===== config.mk =====
export PLATFORM = sky130hd
export DESIGN_NAME = vnu_sqrt_cell
export DESIGN_NICKNAME = d
export VERILOG_FILES = /design/src/sv/vector3_normalize_unit_macros.svh /design/src/sv/vnu_pkg.sv /design/src/sv/vnu_sqrt_cell.sv
export SDC_FILE = /design/constraint.sdc
export NUM_CORES = 1
export LEC_CHECK = 0
export BUFFER_PORTS_ARGS = -buffer_cell sky130_fd_sc_hd__buf_2
export CORE_AREA = 2 2 156 158
export CTS_CLUSTER_SIZE = 25
export DETAILED_ROUTE_END_ITERATION = 10
export DIE_AREA = 0 0 158 160
export HOLD_SLACK_MARGIN = 0.05
export PLACE_DENSITY_LB_ADDON = 0.2
export SETUP_SLACK_MARGIN = 0.2
export SYNTH_ARGS = -nofsm -noshare
export SYNTH_HDL_FRONTEND = slang
export SYNTH_SLANG_ARGS = --single-unit
export TNS_END_PERCENT = 100

===== constraint.sdc =====
create_clock -name clk -period 22.4 [get_ports clk]
set_input_delay 6.72 -clock clk [delete_from_list [all_inputs] [get_ports clk]]
set_output_delay 6.72 -clock clk [all_outputs]
set_load 0.05 [all_outputs]

===== src/sv/vector3_normalize_unit_macros.svh =====
// ----------------------------------------------------------------------------
// vector3_normalize_unit_macros
// Assertion macros shared by the vector normalization unit.
// ----------------------------------------------------------------------------
`ifndef VECTOR3_NORMALIZE_UNIT_MACROS_SVH
`define VECTOR3_NORMALIZE_UNIT_MACROS_SVH

// The consequent must hold in the same cycle as the antecedent.
`define VNU_ASSERT_IMPLY(label, ante, cons) \
  label: assert property (@(posedge clk) disable iff (!rst_n) (ante) |-> (cons)) \
    else $error("vnu implication failed");

// The consequent must hold in the cycle after the antecedent.
`define VNU_ASSERT_NEXT(label, ante, cons) \
  label: assert property (@(posedge clk) disable iff (!rst_n) (ante) |=> (cons)) \
    else $error("vnu next-cycle check failed");

`endif


===== src/sv/vnu_pkg.sv =====
// ----------------------------------------------------------------------------
// vnu_pkg
// Widths, payload types and the pipeline record of the normalization unit.
// ----------------------------------------------------------------------------
`default_nettype none

package vnu_pkg;

  localparam int COMP_W = 16;
  localparam int FRAC_W = 14;
  localparam int SUM_W  = 2 * COMP_W;
  localparam int UNIT_W = FRAC_W + 2;

  typedef struct packed {
    logic signed [COMP_W-1:0] x_in;
    logic signed [COMP_W-1:0] y_in;
    logic signed [COMP_W-1:0] z_in;
  } vnu_in_t;

  typedef struct packed {
    logic signed [UNIT_W-1:0] x_unit;
    logic signed [UNIT_W-1:0] y_unit;
    logic signed [UNIT_W-1:0] z_unit;
    logic [COMP_W-1:0]        length;
    logic                     zero_vector;
  } vnu_out_t;

  typedef struct packed {
    logic [COMP_W-1:0] ax;
    logic [COMP_W-1:0] ay;
    logic [COMP_W-1:0] az;
    logic              nx;
    logic              ny;
    logic              nz;
    logic              zero;
    logic [SUM_W-1:0]  rem;
    logic [COMP_W-1:0] root;
    logic [COMP_W:0]   drx;
    logic [COMP_W:0]   dry;
    logic [COMP_W:0]   drz;
    logic [FRAC_W:0]   qx;
    logic [FRAC_W:0]   qy;
    logic [FRAC_W:0]   qz;
  } vnu_pipe_t;

endpackage

`default_nettype wire


===== src/sv/vnu_sqrt_cell.sv =====
// ----------------------------------------------------------------------------
// vnu_sqrt_cell
// One bit of the restoring square root: settles root bit BIT per cell.
// ----------------------------------------------------------------------------
`default_nettype none

module vnu_sqrt_cell
  import vnu_pkg::*;
#(
  parameter int BIT = 0
) (
  input  wire logic      clk,
  input  wire logic      rst_n,
  input  wire logic      up_valid,
  output logic           up_ready,
  input  wire vnu_pipe_t up_data,
  output logic           dn_valid,
  input  wire logic      dn_ready,
  output vnu_pipe_t      dn_data
);

  logic             v_r;
  logic [SUM_W:0]   term;
  logic [SUM_W:0]   rem_ext;
  vnu_pipe_t        p_nxt;
  vnu_pipe_t        p_r;

  assign up_ready = !v_r || dn_ready;
  assign dn_valid = v_r;
  assign dn_data  = p_r;

  always_comb begin
    rem_ext = {1'b0, up_data.rem};
    term = ({{(SUM_W + 1 - COMP_W){1'b0}}, up_data.root} << (BIT + 1))
         | ((SUM_W + 1)'(1) << (2 * BIT));
    p_nxt = up_data;
    if (rem_ext >= term) begin
      p_nxt.rem       = SUM_W'(rem_ext - term);
      p_nxt.root[BIT] = 1'b1;
    end
  end

  always_ff @(posedge clk) begin
    if (!rst_n) begin
      v_r <= 1'b0;
    end else if (up_ready) begin
      v_r <= up_valid;
    end
    if (up_ready && up_valid) begin
      p_r <= p_nxt;
    end
  end

endmodule

`default_nettype wire


### Word level (Yosys, flattened, before mapping)

Cells that the tools add are included.

* output and inout bits: 198
* input port bits: 200
* flip-flop bits (word level): 197
* logic and storage cells: 23

* mux-type cells: 1
* reductions and logical operators: 3
* order comparisons: 1
* add/subtract/negate cells: 1

Operators with widths (count)
* greater-or-equal comparator 32 x 17 -> 1 bit: 1
* 2-to-1 mux 32 bit: 1
* subtractor 32 x 17 -> 32 bit: 1
* logical AND 1 bit: 1
* zero test 1 bit: 1
* logical OR 1 bit: 1

### Logic depth before layout (Yosys ltp)

* depth after elaboration: 3
* depth in mapped cells: 12
* gate-level depth less buffers: 9

### Least setup slack after synthesis

OpenSTA, ideal clock, no wires.

* path type: input to output
* from: input port dn_ready
* to: output port up_ready
* stages on the path: 1
* arrival: 7147 ps
* path buffers: 0
* path slack: 8533 ps
* path through: nand2b_1

* cells in the longest elaborated chain, start to end: 1

Ends and longest elaborated chain
* start, declared: RTL line vnu_sqrt_cell.sv:18 `input wire logic dn_ready,`
* logical OR 1 bit: RTL line vnu_sqrt_cell.sv:28 `assign up_ready = !v_r || dn_ready;`
* end, declared: RTL line vnu_sqrt_cell.sv:15 `output logic up_ready,`

Every way passes these cells.

### Worst setup path after layout

Same ends and word-level chain as after synthesis.

==> results by group <==
Status
  – Status: finished clean

Synth
  – Top cell type's share of synthesized area: 0.7990
  – EDFF count, synth: 196
  – Count leader, synth: edfxtp_1
  – Synth Cell Area: around 0.0074 mm²
  – Synth area leader: edfxtp_1
  – Sequential cell area fraction in the yosys report: 0.8018
  – Unique masters post-synth: 46
  – Post-Syn Nets: between 600 and 700
  – Synth warn: 0
  – Synthesized area per cell: around 18 µm²
  – Ys async rst share: 0
  – Synth cell count leaders: edfxtp_1, nand2_1, inv_1
  – Synth Register Bits: 197
  – Gate Count Post-Synth: 418
  – Main synth FF type: edfxtp_1
  – Ranking of synthesized cells by area: edfxtp_1, ha_1, xor2_1, xnor2_1, o21ai_0

CTS
  – Root Buffer Master: clkbuf_16
  – CTS Hold Bufs: 0
  – Clock Latency Late Sink: 0.43 ns
  – H-tree levels: 4
  – Deepest clock path buffer count: 2
  – Total clock sinks: between 150 and 200
  – CTS tree: done
  – # Post-CTS Setup Buffers: 0
  – TritonCTS Buffers: 17
  – CTS clock-pin slew for the worst setup and hold paths: 0.09 ns
  – Gates resized, CTS repair: 0

Critical path
  – Data arrival, critical path: 7.20 ns
  – Critical path data required time: 15.68 ns
  – Crit Path Class: input port to output pin
  – Critical-path top delay cell: buf_2
  – CP Launch Type: input port
  – CP peak stage delay: 0.27 ns
  – Most used cell, CP: buf_2
  – WP buf/inv: 2
  – CP endpoint kind: output pin
  – Crit path max fanout: 3
  – Crit-path cells: buf_2, nand2b_1, buf_2
  – Crit path max-delay family: buffers and inverters

Timing
  – Skew final: approximately 0.018 ns
  – Worst slew margin: 0.2810
  – RSZ-0062 raised after global routing: no
  – Fmax: 71.84 MHz
  – Final hold viol count: 0
  – Final setup fails: 0
  – Max-slew violation count: 0
  – Min Clock Period, post-route: 13.92 ns
  – TNS Setup: 0 ns
  – Fin crit share: 0.6214
  – Worst Max-Slew Pin Slew: 1.079 ns
  – WHS: 0.5689 ns

Floorplan
  – Core ar.: 0.02382 mm²
  – Die X-Extent: around 160 µm
  – Initial core utilization: 0.3092
  – Row count: 57
  – Die ar.: 0.02528 mm²
  – Die extent in y: 160 µm
  – Boundary Pins: 398

Global routing
  – Initial antenna violation count: 4
  – Overall Global Routing Usage: 0.1607
  – Largest net degree at the start of global routing: 79
  – Number of global-route vias before repair: 4922
  – Grt ovf: 0
  – First-pass GRT wire length: 29670 µm

Final layout
  – Share of post-route cells with drive strength above 1: 0.5208
  – Final nets: 1046
  – Area occupied by multi-input gates: 0.001323 mm²
  – Fillcell total: between 2000 and 2500
  – Area growth syn-to-layout: 40.26%
  – Sequential cell area: ~0.006 mm²

Power and ir drop
  – Seq pwr share: 0.479
  – Worst vdd ir: 53.60 µV
  – Pleak: 4.393 nW
  – Power share of the clock group: 0.340
  – Internal power: 629.5 µW
  – Power after layout: roughly 920 µW
  – Sw Share: 0.3152
  – Cell Pwr Density: just under 90 mW/mm²
  – Logic pwr share: 0.181
  – Net Sw Power: 289.8 µW

Detailed routing
  – DR pass1 iterations: 4
  – Final WL: 20850 µm
  – Routed wire per std cell: 17.85 µm
  – Via density: 4.289
  – DR DRC count: 0
  – Remaining antenna violation count after routing: 0
  – Via count: 5009
  – 1st-iter DRT viols: 303

Run
  – Number of max-cap violations: 0

Placed design
  – PortBufs: 397
  – Routability cong.: between 0.8 and 0.9
  – Dpl hpwl: 16220 µm

Worst hold path
  – Worst min path class: flip-flop to flip-flop
[per-layer routing]
metal	wire, µm	global-route usage	share of wire	vias to the layer above
met2	11280	0.2978	0.54	197
met5	13	0	0.00062	-
li1	-	-	-	2432
met3	1847	0.05834	0.089	14
met1	7503	0.1687	0.36	2364
met4	204	0.04586	0.0098	2
[cells in the final DEF, fill, tap and decap left out, types with 5 or more instances in the layout]
cell type  Yosys  final
xor2_1        16     16
nand2_1       27     27
inv_6          0      5
inv_1         23     23
buf_2          0    397
xnor2_1       14     14
clkbuf_16      0     17
edfxtp_1     196    196
a21oi_1       15     15
ha_1          17     17
nor3_1         6      6
nor4_1         8      8
nor2_1         8      8
a21o_1         7      7
o21ai_0       22     22
[area by class of cell]
class                           instances  area share
Inverter                               23    0.008357
Multi-Input combinational cell        190      0.1280
Clock inverter                         14     0.01671
Tap cell                              324     0.03924
Clock buffer                           18     0.04154
Timing Repair Buffer                  399      0.1938
Sequential cell                       197      0.5716
Antenna cell                            3   0.0007267
[stage by stage]
stage / worst slack [ns] / std cells / instance area (µm²) / utilization
after floorplan: 8.533 / 418 / 7366 / -
after global placement: 8.499 / 1133 / 9722 / 0.4081
after detailed placement: 8.485 / 1133 / 9722 / 0.4081
after CTS: 8.486 / 1165 / 10320 / 0.4334
after global routing: 8.453 / 1168 / 10330 / 0.4337
final: 8.481 / 1168 / 10330 / 0.4337
[sequential cells by signal, summed over array words and instances, names as in the netlist]
| register | flops |
|---|---|
| dn_data | 196 |
| dn_valid | 1 |
[worst min-delay path: cells and delay by family (launching register included)]
family	cells	cell delay, ns
and+or+nand+nor	1	0.10
DFF	1	0.32
AOI/OAI and AO/OA	1	0.10
[logic make-up after synthesis]
kind of cell             share of synthesized area
adder cells (fa/ha/maj)                    0.03159
flip-flops                                  0.8018
AND/OR/NAND/NOR                            0.05096
AO/OA/AOI/OAI                              0.05945
buffers and inverters                      0.01902
multiplexers                              0.001529
XOR/XNOR                                   0.03567
[power by group through the flow]
stage               combinational, mW  sequential, mW  clock (mW)
finish                          0.167           0.440       0.312
global placement                0.168           0.448           0
detailed placement              0.168           0.449           0
global route                    0.177           0.443       0.338
CTS                             0.168           0.440       0.325
floorplan                      0.0329           0.536           0
[worst paths after layout]
path,slack (ns),end,from,cells past startpoint
hold reg to reg,0.57,dn_valid$_SDFFE_PN0N_,dn_valid$_SDFFE_PN0N_,2
hold / removal,0.57,dn_valid$_SDFFE_PN0N_,dn_valid$_SDFFE_PN0N_,2
setup reg to reg,19.26,dn_data[125]$_DFFE_PP_,dn_valid$_SDFFE_PN0N_,4
setup / recovery,8.48,up_ready,dn_ready,3
Note: power is estimated with default switching activity, not from simulation.
