[src/sv/vector3_normalize_unit_macros.svh]
// ----------------------------------------------------------------------------
// vector3_normalize_unit_macros
// Assertion macros shared by the vector normalization unit.
// ----------------------------------------------------------------------------
`ifndef VECTOR3_NORMALIZE_UNIT_MACROS_SVH
`define VECTOR3_NORMALIZE_UNIT_MACROS_SVH

// The consequent must hold in the same cycle as the antecedent.
`define VNU_ASSERT_IMPLY(label, ante, cons) \
  label: assert property (@(posedge clk) disable iff (!rst_n) (ante) |-> (cons)) \
    else $error("vnu implication failed");

// The consequent must hold in the cycle after the antecedent.
`define VNU_ASSERT_NEXT(label, ante, cons) \
  label: assert property (@(posedge clk) disable iff (!rst_n) (ante) |=> (cons)) \
    else $error("vnu next-cycle check failed");

`endif

[src/sv/vnu_pkg.sv]
// ----------------------------------------------------------------------------
// vnu_pkg
// Widths, payload types and the pipeline record of the normalization unit.
// ----------------------------------------------------------------------------
`default_nettype none

package vnu_pkg;

  localparam int COMP_W = 16;
  localparam int FRAC_W = 14;
  localparam int SUM_W  = 2 * COMP_W;
  localparam int UNIT_W = FRAC_W + 2;

  typedef struct packed {
    logic signed [COMP_W-1:0] x_in;
    logic signed [COMP_W-1:0] y_in;
    logic signed [COMP_W-1:0] z_in;
  } vnu_in_t;

  typedef struct packed {
    logic signed [UNIT_W-1:0] x_unit;
    logic signed [UNIT_W-1:0] y_unit;
    logic signed [UNIT_W-1:0] z_unit;
    logic [COMP_W-1:0]        length;
    logic                     zero_vector;
  } vnu_out_t;

  typedef struct packed {
    logic [COMP_W-1:0] ax;
    logic [COMP_W-1:0] ay;
    logic [COMP_W-1:0] az;
    logic              nx;
    logic              ny;
    logic              nz;
    logic              zero;
    logic [SUM_W-1:0]  rem;
    logic [COMP_W-1:0] root;
    logic [COMP_W:0]   drx;
    logic [COMP_W:0]   dry;
    logic [COMP_W:0]   drz;
    logic [FRAC_W:0]   qx;
    logic [FRAC_W:0]   qy;
    logic [FRAC_W:0]   qz;
  } vnu_pipe_t;

endpackage

`default_nettype wire

[src/sv/vnu_square.sv]
// ----------------------------------------------------------------------------
// vnu_square
// Two front stages: absolute values and squares, then the sum of squares.
// ----------------------------------------------------------------------------
`default_nettype none

module vnu_square
  import vnu_pkg::*;
(
  input  wire logic      clk,
  input  wire logic      rst_n,
  input  wire logic      up_valid,
  output logic           up_ready,
  input  wire vnu_in_t   up_data,
  output logic           dn_valid,
  input  wire logic      dn_ready,
  output vnu_pipe_t      dn_data
);

  logic              a_v_r;
  logic              b_v_r;
  logic              a_rdy;
  logic              b_rdy;
  logic [COMP_W-1:0] ax_nxt, ay_nxt, az_nxt;
  logic [COMP_W-1:0] ax_r, ay_r, az_r;
  logic              nx_r, ny_r, nz_r;
  logic [SUM_W-1:0]  sqx_r, sqy_r, sqz_r;
  logic [SUM_W-1:0]  sum_nxt;
  vnu_pipe_t         p_nxt;
  vnu_pipe_t         p_r;

  assign b_rdy    = !b_v_r || dn_ready;
  assign a_rdy    = !a_v_r || b_rdy;
  assign up_ready = a_rdy;
  assign dn_valid = b_v_r;
  assign dn_data  = p_r;

  always_comb begin
    ax_nxt = up_data.x_in[COMP_W-1] ? (~up_data.x_in) + 1'b1 : up_data.x_in;
    ay_nxt = up_data.y_in[COMP_W-1] ? (~up_data.y_in) + 1'b1 : up_data.y_in;
    az_nxt = up_data.z_in[COMP_W-1] ? (~up_data.z_in) + 1'b1 : up_data.z_in;
    sum_nxt = sqx_r + sqy_r + sqz_r;
    p_nxt      = '0;
    p_nxt.ax   = ax_r;
    p_nxt.ay   = ay_r;
    p_nxt.az   = az_r;
    p_nxt.nx   = nx_r;
    p_nxt.ny   = ny_r;
    p_nxt.nz   = nz_r;
    p_nxt.zero = (sum_nxt == '0);
    p_nxt.rem  = sum_nxt;
  end

  always_ff @(posedge clk) begin
    if (!rst_n) begin
      a_v_r <= 1'b0;
      b_v_r <= 1'b0;
    end else begin
      if (a_rdy) begin
        a_v_r <= up_valid;
      end
      if (b_rdy) begin
        b_v_r <= a_v_r;
      end
    end
    if (a_rdy && up_valid) begin
      ax_r  <= ax_nxt;
      ay_r  <= ay_nxt;
      az_r  <= az_nxt;
      nx_r  <= up_data.x_in[COMP_W-1];
      ny_r  <= up_data.y_in[COMP_W-1];
      nz_r  <= up_data.z_in[COMP_W-1];
      sqx_r <= ax_nxt * ax_nxt;
      sqy_r <= ay_nxt * ay_nxt;
      sqz_r <= az_nxt * az_nxt;
    end
    if (b_rdy && a_v_r) begin
      p_r <= p_nxt;
    end
  end

endmodule

`default_nettype wire

[config.mk]
export PLATFORM = sky130hd
export DESIGN_NAME = vnu_square
export DESIGN_NICKNAME = d
export VERILOG_FILES = /design/src/sv/vector3_normalize_unit_macros.svh /design/src/sv/vnu_pkg.sv /design/src/sv/vnu_square.sv
export SDC_FILE = /design/constraint.sdc
export NUM_CORES = 2
export LEC_CHECK = 0
export BUFFER_PORTS_ARGS = -buffer_cell sky130_fd_sc_hd__clkbuf_2
export CORE_ASPECT_RATIO = 1.2
export CORE_MARGIN = 2
export CORE_UTILIZATION = 35
export CTS_BUF_LIST = sky130_fd_sc_hd__clkbuf_2
export DETAILED_ROUTE_END_ITERATION = 6
export PLACE_DENSITY = 0.59
export RECOVER_POWER = 50
export SYNTH_ARGS = -nofsm -noshare
export SYNTH_HDL_FRONTEND = slang
export SYNTH_SLANG_ARGS = --single-unit
[constraint.sdc]
create_clock -name clk -period 9 [get_ports clk]
set_input_delay 1.35 -clock clk [delete_from_list [all_inputs] [get_ports clk]]
set_output_delay 1.35 -clock clk [all_outputs]
set_load 0.1 [all_outputs]
* Word level (Yosys, flattened, before mapping)
Cells that the tools add are included.
** Cells by class
- Div/mod/pow operators :: 0
- Bitwise logic cells :: 3
- $add $sub $neg :: 5
- Equality and inequality tests :: 0
- Shifts and indexed selects :: 0
- Multipliers :: 3
- Reduce and logical (&&, ||, !) cells :: 7
- Mux-type cells :: 3
- $lt $le $gt $ge :: 0
** Operators with widths (number)
- $mul 16x16->32 :: 3
- $add 32x32->32 :: 2
- $add 16x1->16 const B :: 3
- $mux 16 :: 3
- $not 16->16 :: 3
- $logic_not 32->1 :: 1
- $logic_and 1x1->1 :: 2
- $logic_not 1->1 :: 2
- $logic_or 1x1->1 :: 2
** Storage, ports and cells
- Register bits after elaboration :: 233
- Memories kept :: 0
- Word-level logic and storage cells :: 40
- Bits in writable memories :: 0
- Latch bits :: 0
- ROM bits :: 0

* Depth between registers and ports, before layout
- Depth in word-level cells :: 4
- Mapped depth :: 31
- Mapped depth without buffers :: 30

* Least setup slack after synthesis
No wires, ideal clock.
- Path type :: input -> register
- Start :: in up_data[16] (netlist bit)
- End :: reg sqy_r[31] (data pin)
- Data required time :: 8864 ps
- Stages :: 29
- Arrival time :: 8912 ps
- Setup slack :: -48 ps
- Library setup time :: 136 ps
- Cell sequence :: clkinv_1 > clkbuf_1 > ha_1 > or4b_1 > o31ai_1 > xor2_1 > clkinv_1 > nand2_1 > inv_1 > fa_1 > inv_1 > fa_1 > inv_1 > fa_1 > fa_1 > fa_1 > inv_1 > fa_1 > inv_1 > ha_1 > a21oi_1 > o21bai_1 > a21oi_1 > o21ai_0 > o2111ai_1 > a21oi_1 > o311a_1 > or4_1 > nand3b_1
** Between the ends
- Longest elaborated chain between the ends :: 4
** RTL lines
- start: declaration :: line vnu_square.sv:14 : input wire vnu_in_t up_data,
- $not 16->16 :: line vnu_square.sv:40 : ay_nxt = up_data.y_in[COMP_W-1] ? (~up_data.y_in) + 1'b1 : up_data.y_in;
- $add 16x1->16 :: line vnu_square.sv:40
- $mux 16 :: line vnu_square.sv:40
- via ay_nxt[10] :: line vnu_square.sv:24 : logic [COMP_W-1:0] ax_nxt, ay_nxt, az_nxt;
- $mul 16x16->32 :: line vnu_square.sv:74 : sqy_r <= ay_nxt * ay_nxt;
- end signal: assignment :: line vnu_square.sv:74
- end: declaration :: line vnu_square.sv:27 : logic [SUM_W-1:0] sqx_r, sqy_r, sqz_r;
The timed path passes the listed nets, and every way through them passes these cells.
A chain may end at the register's enable or synchronous reset.

* Final worst setup path
- Start :: in up_data[16] (netlist bit)
- End :: reg sqy_r[30] (data pin)
** Between the ends
- Longest elaborated chain between the ends :: 4
** RTL lines (line)
- $not 16->16 :: vnu_square.sv:40
- $add 16x1->16 :: vnu_square.sv:40
- $mux 16 (*) :: vnu_square.sv:40
- $mul 16x16->32 (*) :: vnu_square.sv:74
Every way passes the cells marked *; elsewhere a longest branch is shown, timed or not.

==> metrics.csv <==
metric,value,unit
setup violators final,0,
post-CTS setup buffer count,0,
Hold Path Cell Cnt,0,
Clock Latency Late Sink,1.14,ns
RSZ-0062 raised after global routing,no,
number of port buffers,137,
top-area cell type share of the netlist area,0.327,
die area,93700,um^2
Most used DFF post-synth,edfxtp_1,
Core Area,90500,um^2
cells after synthesis,3174,
register area share after synthesis,0.213,
Crit Path Class,input port to register,
area grow syn2layout,9.35,%
routed vias,22100,
initial antenna violation count,6,
hold endpoint,dn_data[191]$_DFFE_PP_,
Die Ht,335,um
DRC violations left,0,
Clock Sinks,227,
Mapped Area,31900,um^2
class of the worst hold path,register to register,
Post-synth EDFFs,225,
busiest layer in global routing,met2,
final net count,4358,
Resized cells post-CTS,0,
DP Wirelength,62700,um
Routed WL,74400,um
worst-margin pin slew,3.71,ns
number of fill cells in the layout,9112,
initial core utilization,0.353,
maxcap violations,4,
largest net degree at the start of global routing,60,
Synth cell types,78,
final hold violations,0,
vias per cell,4.70,
FP Rows,121,
clock buffer depth,3,
r2r startpoint,dn_valid$_SDFFE_PN0P_,
first-pass GRT wire length,122000,um
FMAX,0.123,GHz
"flops & latches, synth",227,
fin. max-slew vios,173,
status,"finished, violations left",
worst r2r path cells,5,
worst reg2reg path endpoint,sqx_r[14]$_DFFE_PP_,
grt met1 use,0.202,
1st-iter DRT viols,1005,
Clock transition at path regs,0.11,ns
yosys warns,0,
Hold Buf Count CTS,0,
H-tree depth,3,
Syn Area/Cell,10.1,um^2
final hold slack,0.402,ns
failing checks,"max-capacitance violations, max-slew violations",
grt met3 use,0.0277,
worst hold path startpoint,ax_r[11]$_DFFE_PP_,
CP startpoint kind,input port,
GR Overflow Total,0,
CTS root buf,clkbuf_2,
die width,280,um
WL/cell,15.9,um
async set or reset register ratio after synthesis,0,
Num CTS Buffers,68,
critical path arrival,8.95,ns
Max transition margin,-1.47,
io pins,250,
ranking of synthesized cells by area,"fa_1, edfxtp_1, ha_1",
final worst path period share,0.903,
Worst Setup End Kind,register,
minimum clock period after layout,8.13,ns
"Max FO, Critical Path",10,
CTS tree,done,
R2R setup slack,2.77,ns
Critical Path RT,9.83,ns
Antenna Nets Post-Route,0,
layout cell share with drive strength beyond 1,0.0939,
GRT Total Usage,0.166,
TritonRoute pass-1 iters,5,
leading area contributor after synthesis,fa_1,
Routability Congestion,0.882,
met2 usage,0.298,
number of global-route vias before repair,23500,
clk_skew,0.154,ns
-- layer usage --
metal  vias up  part of all wire
met2       564              0.51
met3       106             0.055
li1      10400                 -
met4         2             0.026
met1     11000              0.41
met5         -           0.00011
-- flip-flops by register name, summed over array words and instances, names as in the netlist --
name / cells
a_v_r: 1
ax_r: 16
ay_r: 16
az_r: 16
dn_data: 84
dn_valid: 1
nx_r: 1
ny_r: 1
nz_r: 1
sqx_r: 30
sqy_r: 30
sqz_r: 30
-- Yosys cell counts, drive strengths merged (16+ instances only) --
cell,n
a21o,64
nand2,253
edfxtp,225
nand3,28
nor3,32
clkinv,16
xor2,57
buf,114
ha,319
inv,725
o21bai,27
and3,19
and2,29
fa,521
o21ai,52
a21oi,99
nor2,219
xnor2,100
nand2b,16
clkbuf,52
-- cell usage in the layout, fill, tap and decap left out, types with 6 or more instances in the layout --
cell       synthesis  final
clkinv_1          16     32
nor2b_1           12     11
clkbuf_1          52     36
conb_1             2    148
nand2_1          253    253
o31ai_1           14     14
a211o_1            6      6
nand4_1           14     14
nor2_1           218    218
a31oi_1           12     12
nor3_1            32     32
a211oi_1          12     12
ha_1             319    319
o21ai_0           52     52
o21a_1            14     14
and3_1            19     19
xor2_1            57     56
xnor2_1          100    100
and2_1            28     27
or4_1              9      9
o21bai_1          27     27
clkinv_2           0      9
or3_1             13     13
inv_2              6      7
nor4_1             6      6
nand3_1           28     28
clkbuf_2           0    217
fa_1             521    521
buf_4            112     76
edfxtp_1         225    225
o211ai_1           6      6
a21o_1            64     64
a2111oi_0          8      8
inv_1            719    719
nand2b_1          16     16
a21oi_1           99     99
-- stage by stage --
stage	util	cells	setup WS [ns]	area (um^2)	TNS, ns
CTS	0.387	4684	1.24	35000	0
global route	0.386	4689	0.461	34900	0
global placement	0.380	4564	0.000124	34400	0
finish	0.386	4689	0.875	34900	0
floorplan	-	3320	0.0401	32500	0
detailed placement	0.380	4564	-0.0290	34400	-0.0493
-- cell families (layout without fill, tap and decap cells) --
family	Yosys count	count (layout)	synth area share
muxes	5	5	0.00157
AOI/OAI and AO/OA	357	357	0.0747
DFF	227	227	0.213
other	2	153	0.000235
adders and majority gates	840	840	0.451
xor gates and xnor gates	157	157	0.0430
and+or+nand+nor	679	679	0.0964
buffers and inverters	907	1103	0.120
-- final cells by class --
type | count | area [um^2] | area share
diodes | 5 | 12.5 | 0.000358
clock buffers | 87 | 435 | 0.0125
clock inverters | 33 | 209 | 0.00598
inverters | 741 | 2780 | 0.0797
multi-input cells | 2186 | 21900 | 0.626
flip-flops and latches | 227 | 6800 | 0.195
well taps | 1168 | 1460 | 0.0418
repair buffers | 242 | 1360 | 0.0388
-- worst max path at each step --
stage	startpoint	to	slack, ns	depth (start not counted)
5_1_grt	up_data[16]	sqy_r[30]$_DFFE_PP_	0.46	25
3_5_place_dp	up_data[0]	sqz_r[25]$_DFFE_PP_	-0.03	29
4_1_cts	up_data[17]	sqy_r[30]$_DFFE_PP_	1.24	27
2_1_floorplan	up_data[16]	sqy_r[30]$_DFFE_PP_	0.04	28
6_report	up_data[16]	sqy_r[30]$_DFFE_PP_	0.87	24
3_3_place_gp	up_data[0]	sqz_r[25]$_DFFE_PP_	0.0001	29
-- critical path, stage by stage --
cell and delay [ns]:
clkbuf_1 0.14, clkinv_1 0.08, ha_1 0.17, or4b_1 0.50, o21ai_0 0.22, xnor2_1 0.17
clkbuf_1 0.60, nand2_1 0.24, fa_1 0.55, inv_1 0.05, fa_1 0.54, ha_1 0.14
inv_1 0.05, fa_1 0.51, inv_1 0.06, fa_1 0.56, fa_1 0.44, ha_1 0.35
a2111oi_0 0.61, o21ai_0 0.25, a31oi_1 0.33, o21ai_0 0.26, a221oi_1 0.53, o311ai_0 0.22
Power is left out: the tool's default activity adds up to more than one toggle a clock period on the data nets, which glitch-free logic cannot reach.
