===== src/sv/vector3_normalize_unit_macros.svh =====
// ----------------------------------------------------------------------------
// vector3_normalize_unit_macros
// Assertion macros shared by the vector normalization unit.
// ----------------------------------------------------------------------------
`ifndef VECTOR3_NORMALIZE_UNIT_MACROS_SVH
`define VECTOR3_NORMALIZE_UNIT_MACROS_SVH

// The consequent must hold in the same cycle as the antecedent.
`define VNU_ASSERT_IMPLY(label, ante, cons) \
  label: assert property (@(posedge clk) disable iff (!rst_n) (ante) |-> (cons)) \
    else $error("vnu implication failed");

// The consequent must hold in the cycle after the antecedent.
`define VNU_ASSERT_NEXT(label, ante, cons) \
  label: assert property (@(posedge clk) disable iff (!rst_n) (ante) |=> (cons)) \
    else $error("vnu next-cycle check failed");

`endif


===== src/sv/vnu_pkg.sv =====
// ----------------------------------------------------------------------------
// vnu_pkg
// Widths, payload types and the pipeline record of the normalization unit.
// ----------------------------------------------------------------------------
`default_nettype none

package vnu_pkg;

  localparam int COMP_W = 16;
  localparam int FRAC_W = 14;
  localparam int SUM_W  = 2 * COMP_W;
  localparam int UNIT_W = FRAC_W + 2;

  typedef struct packed {
    logic signed [COMP_W-1:0] x_in;
    logic signed [COMP_W-1:0] y_in;
    logic signed [COMP_W-1:0] z_in;
  } vnu_in_t;

  typedef struct packed {
    logic signed [UNIT_W-1:0] x_unit;
    logic signed [UNIT_W-1:0] y_unit;
    logic signed [UNIT_W-1:0] z_unit;
    logic [COMP_W-1:0]        length;
    logic                     zero_vector;
  } vnu_out_t;

  typedef struct packed {
    logic [COMP_W-1:0] ax;
    logic [COMP_W-1:0] ay;
    logic [COMP_W-1:0] az;
    logic              nx;
    logic              ny;
    logic              nz;
    logic              zero;
    logic [SUM_W-1:0]  rem;
    logic [COMP_W-1:0] root;
    logic [COMP_W:0]   drx;
    logic [COMP_W:0]   dry;
    logic [COMP_W:0]   drz;
    logic [FRAC_W:0]   qx;
    logic [FRAC_W:0]   qy;
    logic [FRAC_W:0]   qz;
  } vnu_pipe_t;

endpackage

`default_nettype wire


===== src/sv/vnu_div_cell.sv =====
// ----------------------------------------------------------------------------
// vnu_div_cell
// One quotient bit of the three restoring dividers by the magnitude.
// ----------------------------------------------------------------------------
`default_nettype none

module vnu_div_cell
  import vnu_pkg::*;
#(
  parameter int BIT = 0
) (
  input  wire logic      clk,
  input  wire logic      rst_n,
  input  wire logic      up_valid,
  output logic           up_ready,
  input  wire vnu_pipe_t up_data,
  output logic           dn_valid,
  input  wire logic      dn_ready,
  output vnu_pipe_t      dn_data
);

  logic            v_r;
  logic [COMP_W:0] len;
  logic [COMP_W:0] rx, ry, rz;
  logic [COMP_W:0] sx, sy, sz;
  vnu_pipe_t       p_nxt;
  vnu_pipe_t       p_r;

  assign up_ready = !v_r || dn_ready;
  assign dn_valid = v_r;
  assign dn_data  = p_r;

  always_comb begin
    len = {1'b0, up_data.root};
    if (BIT == FRAC_W) begin
      rx = {1'b0, up_data.ax};
      ry = {1'b0, up_data.ay};
      rz = {1'b0, up_data.az};
    end else begin
      rx = up_data.drx;
      ry = up_data.dry;
      rz = up_data.drz;
    end
    p_nxt = up_data;
    sx = rx;
    sy = ry;
    sz = rz;
    if (rx >= len) begin
      sx = rx - len;
      p_nxt.qx[BIT] = 1'b1;
    end
    if (ry >= len) begin
      sy = ry - len;
      p_nxt.qy[BIT] = 1'b1;
    end
    if (rz >= len) begin
      sz = rz - len;
      p_nxt.qz[BIT] = 1'b1;
    end
    p_nxt.drx = sx << 1;
    p_nxt.dry = sy << 1;
    p_nxt.drz = sz << 1;
  end

  always_ff @(posedge clk) begin
    if (!rst_n) begin
      v_r <= 1'b0;
    end else if (up_ready) begin
      v_r <= up_valid;
    end
    if (up_ready && up_valid) begin
      p_r <= p_nxt;
    end
  end

endmodule

`default_nettype wire


===== config.mk =====
export PLATFORM = sky130hd
export DESIGN_NAME = vnu_div_cell
export DESIGN_NICKNAME = d
export VERILOG_FILES = /design/src/sv/vector3_normalize_unit_macros.svh /design/src/sv/vnu_pkg.sv /design/src/sv/vnu_div_cell.sv
export SDC_FILE = /design/constraint.sdc
export NUM_CORES = 1
export LEC_CHECK = 0
export CORE_AREA = 3 3 153 155
export DETAILED_ROUTE_END_ITERATION = 8
export DIE_AREA = 0 0 156 158
export DONT_BUFFER_PORTS = 1
export PLACE_DENSITY = 0.55
export SLEW_MARGIN = 25
export SYNTH_ARGS = -nofsm -noshare
export SYNTH_HDL_FRONTEND = slang
export SYNTH_SLANG_ARGS = --single-unit

===== constraint.sdc =====
create_clock -name clk -period 14.9 [get_ports clk]
set_clock_uncertainty 0.2 [all_clocks]
set_input_delay 3.725 -clock clk [delete_from_list [all_inputs] [get_ports clk]]
set_output_delay 3.725 -clock clk [all_outputs]
set_load 0.005 [all_outputs]

Yosys cells after proc, flatten, opt, wreduce, memory -nomap -nowiden
Index checks and enable logic that the tools add are counted.
- register bits: 194
- input port bits: 200
- output and inout port bits: 198
- word-level logic and storage cells: 31
- add/subtract/negate cells: 3
- magnitude comparators: 3
- muxes and demuxes: 3
- reduce and logical (&&, ||, !) cells: 3
- operator list (operator ; count):
    17-bit by 16-bit >= comparator with 1-bit output ; 3
    16-bit two-way mux ; 3
    16-bit subtractor ; 3
    1-bit logical AND ; 1
    1-bit zero test ; 1
    1-bit logical OR ; 1

Longest topological paths before layout
Gate-level depths: netlist (run 1).
- depth in word-level cells: 3
- gate-level depth with buffers: 11
- gate-level depth less buffers: 10

Least setup slack after synthesis (run 1)
Ideal clock, no wire load.
- path type: in2reg
- start: in dn_ready
- end: reg p_r, in the netlist dn_data[0] (enable)
- setup time: 577 ps
- data arrival time: 8285 ps
- required time: 14123 ps
- path slack: 5837 ps
- cell stages on the path: 2
- buffers on the path: 0
- cell sequence: nand2b_1 -> and2_1
- longest elaborated chain between the ends: 2
- ends and longest elaborated chain (element ; RTL line ; source):
    start: declaration ; vnu_div_cell.sv:18 ; input wire logic dn_ready,
    1-bit logical OR ; vnu_div_cell.sv:29 ; assign up_ready = !v_r || dn_ready;
    1-bit logical AND ; vnu_div_cell.sv:71 ; if (up_ready && up_valid) begin
    end signal: assignment ; vnu_div_cell.sv:72 ; p_r <= p_nxt;
    end: declaration ; vnu_div_cell.sv:27 ; vnu_pipe_t p_r;
No other way between the ends.
A chain may end at the register's enable or synchronous reset.

Worst setup path after layout (run 1)
- start: in dn_ready
- end: out up_ready
- longest elaborated chain between the ends: 1
- ends and longest elaborated chain (element ; RTL line ; source):
    1-bit logical OR ; vnu_div_cell.sv:29 ;
    end: declaration ; vnu_div_cell.sv:15 ; output logic up_ready,
No other way between the ends.

==> flow_summary.ini, run 1 <==
[route]
drt_wl_total_um = 22500
vias = 4817
via_per_inst = 5.41
drtIter0Drc = 260
drc = 0
wl_per_cell_um = 25.3
postRouteAntennaNets = 0
first_pass_iters = 6

[flow_run]
cap_violations = 0

[logic_synthesis]
ys.flop_type = edfxtp_1
synthTopCellsByArea = edfxtp_1 66%, ha_1 6.8%, mux2_2 3.8%
synth-seq-area-share_pct = 66.2
synthDominantCellAreaShare_pct = 65.9
synth-async-reset-ratio_pct = 0
netlist_instances = 579
syn_area_per_cell_um2 = 15.2
synth-seq-cells = 194
synthDistinctLibCells = 57
yosysWarnings = 0
synth_edf_count = 193
syn-cell-area_um2 = 8790
synth_top_cell_by_area = edfxtp_1

[worst_setup_path]
crit_chain = nand2b_1
slowest_delay_ns = 0.17
arrival_ns = 3.89
worstSetupStartpointType = input pin
cp_max_fo = 3
worst_setup_path_end_kind = primary output
cpMaxStageDelayCell = nand2b_1
criticalPathCategory = input pin to primary output
crit_buf_inv = 0
crit_family = simple AND/OR/NAND/NOR gates
critPathRequiredTime_ns = 10.97

[clock_network]
cts_tree = done
cts_hold_buf = 0
clk_pin_slew_worst_paths_ns = 0.08
clkLatencyLatePin_ns = 0.43
clock_path_buffers = 2
cts_max_level = 4
cts_root_buffer = clkbuf_16
clock_sinks = 194
postCtsResizedCells = 0
post-cts-setup-buffers = 0
cts_buffers = 17

[placed_design]
place_hpwl_um = 17900
gp_congestion = 0.853
place.port_buffers = 0
placed_cells = 854

[die]
io_pins = 398
die_y_um = 158
start_util_pct = 40.0
dieArea_um2 = 24600
rows = 54
coreArea_um2 = 22000
die_w_um = 156

[power]
powerDensity_nw_per_um2 = 134
ir_worst_vdd_mv = 0.0680
p_leak_nw = 3.55

[sta]
finalSetupViolCount = 0
tns_ns = 0
worstMarginPinSlew_ns = 0.959
final_max_slew_viol_count = 0
post-route-min-period_ns = 7.82
fmax_ghz = 0.128
rsz0062_at_grt = no
hold_violations = 0
maxSlewHeadroom_pct = 36.1
period_share_pct = 52.5

[outcome]
outcome = finished clean

[final_layout]
layout-drive-gt1-share_pct = 13.9
area_growth_syn_to_layout_pct = 10.6
layout_common_cells = 193 x edfxtp_1, 48 x ha_1, 40 x a21oi_1, 30 x inv_1, 30 x mux2_2
nets = 844
fin_cells = 891
layout_commonest_cell = edfxtp_1

[grt]
grt_max_degree = 83
grt_use_total_pct = 17.4
first_global_vias = 4912
antenna_found_initial = 5
overflow = 0
grt_pass1_wl_um = 31600

[hold_path]
worst_hold_path_type = register to register
==> final timing paths <==
kind / from / to / slack (ns) / cells past startpoint
max: dn_ready / up_ready / 7.08 / 1
min: dn_valid / dn_valid / 0.39 / 2
max reg2reg: dn_valid / dn_data[115] / 12.27 / 3
min reg2reg: dn_valid / dn_valid / 0.39 / 2
==> cell families (layout without fill, tap and decap cells) <==
kind of cell | Yosys count | in the layout | share of synthesized area, %
other | 1 | 8 | 0.0427
AOI/OAI and AO/OA | 123 | 123 | 9.37
muxes | 47 | 47 | 6.19
and+or+nand+nor | 90 | 90 | 5.25
adders and majority gates | 51 | 51 | 7.52
xor gates and xnor gates | 34 | 34 | 3.39
DFF | 194 | 194 | 66.2
buffers and inverters | 39 | 64 | 2.06
==> power breakdown <==
part           internal [mW]  total (mW)  switching, mW
logic                 0.0718       0.160         0.0885
clock network          0.230       0.463          0.233
registers              0.656       0.681         0.0250
==> cell usage after synthesis (9+ instances only) <==
cell and n:
edfxtp_1 193, mux2_2 30, xor2_1 12, o21a_1 10, nor2_1 22, inv_1 30
o21ai_0 26, nand2_1 20, mux2i_1 9, ha_1 48, a21oi_1 40, xnor2_1 22
==> flip-flops by register name, summed over array words and instances, names as in the netlist <==
name,cells
dn_data,193
dn_valid,1
==> per-stage QoR <==
stage | total power, mW | setup slack, ns | hold slack (ns) | instance area, µm² | util (%)
after floorplan | 0.820 | 5.84 | 0.337 | 8800 | -
after global placement | 0.854 | 7.08 | 0.388 | 9090 | 41.4
after detailed placement | 0.855 | 7.08 | 0.394 | 9090 | 41.4
after CTS | 1.32 | 7.08 | 0.405 | 9700 | 44.2
after global routing | 1.37 | 7.07 | 0.445 | 9720 | 44.3
final | 1.30 | 7.08 | 0.394 | 9720 | 44.3
==> layout make-up <==
class                   instances  area [µm²]
multi-input cells             348        2800
well taps                     280         350
diodes                          5        12.5
flip-flops and latches        194        5820
clock inverters                14         180
fillers                      1890       12200
clock buffers                  18         429
inverters                      30         113
repair buffers                  2        15.0
==> routing by layer <==
layer	up-vias	GRT usage [%]	routed length, µm
met2	225	31.8	12300
met1	2320	17.3	7510
met3	28	7.38	2060
met4	0	7.06	659
met5	-	0	0
li1	2244	-	-
(Power assumes the default switching activity.)
==> run 2: changes to the inputs <==
--- a/config.mk
+++ b/config.mk
@@ -9,7 +9,7 @@
 export DETAILED_ROUTE_END_ITERATION = 8
 export DIE_AREA = 0 0 156 158
 export DONT_BUFFER_PORTS = 1
-export PLACE_DENSITY = 0.55
+export PLACE_DENSITY = 0.57
 export SLEW_MARGIN = 25
 export SYNTH_ARGS = -nofsm -noshare
 export SYNTH_HDL_FRONTEND = slang
==> constraint.sdc (replaced) <==
create_clock -name clk -period 6.7 [get_ports clk]
set_clock_uncertainty 0.2 [all_clocks]
set_input_delay 1.675 -clock clk [delete_from_list [all_inputs] [get_ports clk]]
set_output_delay 1.675 -clock clk [all_outputs]
set_load 0.005 [all_outputs]
==> flow_summary.ini, run 2 (synthesized netlist as in run 1, its figures left out) <==
[outcome]
outcome = finished clean

[clock_network]
cts_tree = done
clkLatencyLatePin_ns = 0.42
post-cts-setup-buffers = 0
cts_buffers = 17
postCtsResizedCells = 0
clock_path_buffers = 2
clk_pin_slew_worst_paths_ns = 0.07
cts_max_level = 4
clock_sinks = 194
cts_root_buffer = clkbuf_16
cts_hold_buf = 0

[power]
powerDensity_nw_per_um2 = 297
switching_share_pct = 26.3
power.total_mw = 2.89
switchingPower_mw = 0.758
ir_worst_vdd_mv = 0.185
seqPwrFrac_pct = 52.7
p_clk_share_pct = 34.9
power.combinational.fraction_pct = 12.4
intPower_mw = 2.13
p_leak_nw = 3.55

[sta]
maxSlewHeadroom_pct = 43.7
worstMarginPinSlew_ns = 0.842
tns_ns = 0
hold_violations = 0
fmax_ghz = 0.237
post-route-min-period_ns = 4.23
rsz0062_at_grt = no
fin_ws_ns = 2.47
finalSetupViolCount = 0
period_share_pct = 63.1
final_max_slew_viol_count = 0

[route]
drtIter0Drc = 327
first_pass_iters = 4
wl_per_cell_um = 27.3
via_per_inst = 5.56
drc = 0
drt_wl_total_um = 24400
postRouteAntennaNets = 0
vias = 4969

[hold_path]
worst_hold_path_type = register to register

[worst_setup_path]
worst_setup_path_end_kind = register
cp_max_fo = 17
cpMaxStageDelayCell = a41oi_4
critPathRequiredTime_ns = 6.67
worstSetupStartpointType = input pin
arrival_ns = 4.20
crit_chain = inv_1 -> ha_1 -> nor2b_4 -> o31a_1 -> o21ai_2 -> nand2b_1 -> a211o_1 -> a41oi_4 -> mux2_2
slowest_delay_ns = 0.73
criticalPathCategory = input pin to register

[die]
io_pins = 398
coreArea_um2 = 22000
dieArea_um2 = 24600
die_y_um = 158
rows = 54
die_w_um = 156
start_util_pct = 40.0

[final_layout]
multi_input_area_um2 = 2800
nets = 844
layout_commonest_cell = edfxtp_1
layout-drive-gt1-share_pct = 13.9
area_growth_syn_to_layout_pct = 10.5
fillers = 1912
register_area_um2 = 5820
final_cell_area_um2 = 9710
largest_register_ff_count = 193
layout_common_cells = 193 x edfxtp_1, 48 x ha_1, 40 x a21oi_1, 30 x inv_1, 30 x mux2_2

[grt]
grt_pass1_wl_um = 33100
first_global_vias = 4883
grt_max_degree = 103
use_met3_pct = 9.87
antenna_found_initial = 7
overflow = 0
met2_usage_pct = 32.2
use_met1_pct = 19.0
grt_busiest_layer = met2
grt_use_total_pct = 18.7

[placed_design]
place_hpwl_um = 19600
place.port_buffers = 0
gp_congestion = 0.923
dp_slack_ns = 2.03
post_dp_cell_area_um2 = 9110

[flow_run]
cap_violations = 0
-- run 2: cell type report --
type | instances | share of cell area, %
clock buffers | 18 | 4.42
well taps | 280 | 3.61
flip-flops and latches | 194 | 59.9
inverters | 30 | 1.16
diodes | 7 | 0.180
repair buffers | 2 | 0.283
multi-input cells | 348 | 28.8
clock inverters | 14 | 1.62
-- run 2: path summary, 6_finish.rpt --
check / from / to / slack [ns] / cells after the start
setup / recovery: up_data[97] / dn_data[78] / 2.47 / 9
hold / removal: dn_valid / dn_valid / 0.41 / 2
setup reg to reg: dn_valid / dn_data[151] / 4.36 / 3
hold reg to reg: dn_valid / dn_valid / 0.41 / 2
-- run 2: metrics by stage --
stage / std cells / util [%] / hold WS, ns
floorplan: 581 / - / 0.336
global placement: 854 / 41.5 / 0.390
detailed placement: 854 / 41.5 / 0.401
CTS: 886 / 44.1 / 0.412
global route: 893 / 44.2 / 0.438
finish: 893 / 44.2 / 0.409
-- run 2: power by group through the flow --
stage / Combinational, mW / Clock (mW) / Sequential (mW)
after floorplan: 0.293 / 0 / 1.52
after global placement: 0.348 / 0 / 1.55
after detailed placement: 0.356 / 0 / 1.55
after CTS: 0.360 / 1.03 / 1.52
after global routing: 0.398 / 1.08 / 1.53
final: 0.359 / 1.01 / 1.52
-- run 2: critical path: cells and delay by family --
kind / cells / cell delay, ns
compound gates: 4 / 1.49
mux: 1 / 0.42
fa+ha+maj: 1 / 0.26
simple gates: 2 / 0.24
buf+inv: 1 / 0.10
-- run 2: per-layer routing --
metal,vias up,share of wire [%]
li1,2252,-
met1,2402,34
met2,280,52
met3,33,12
met4,2,2.6
met5,-,0.057
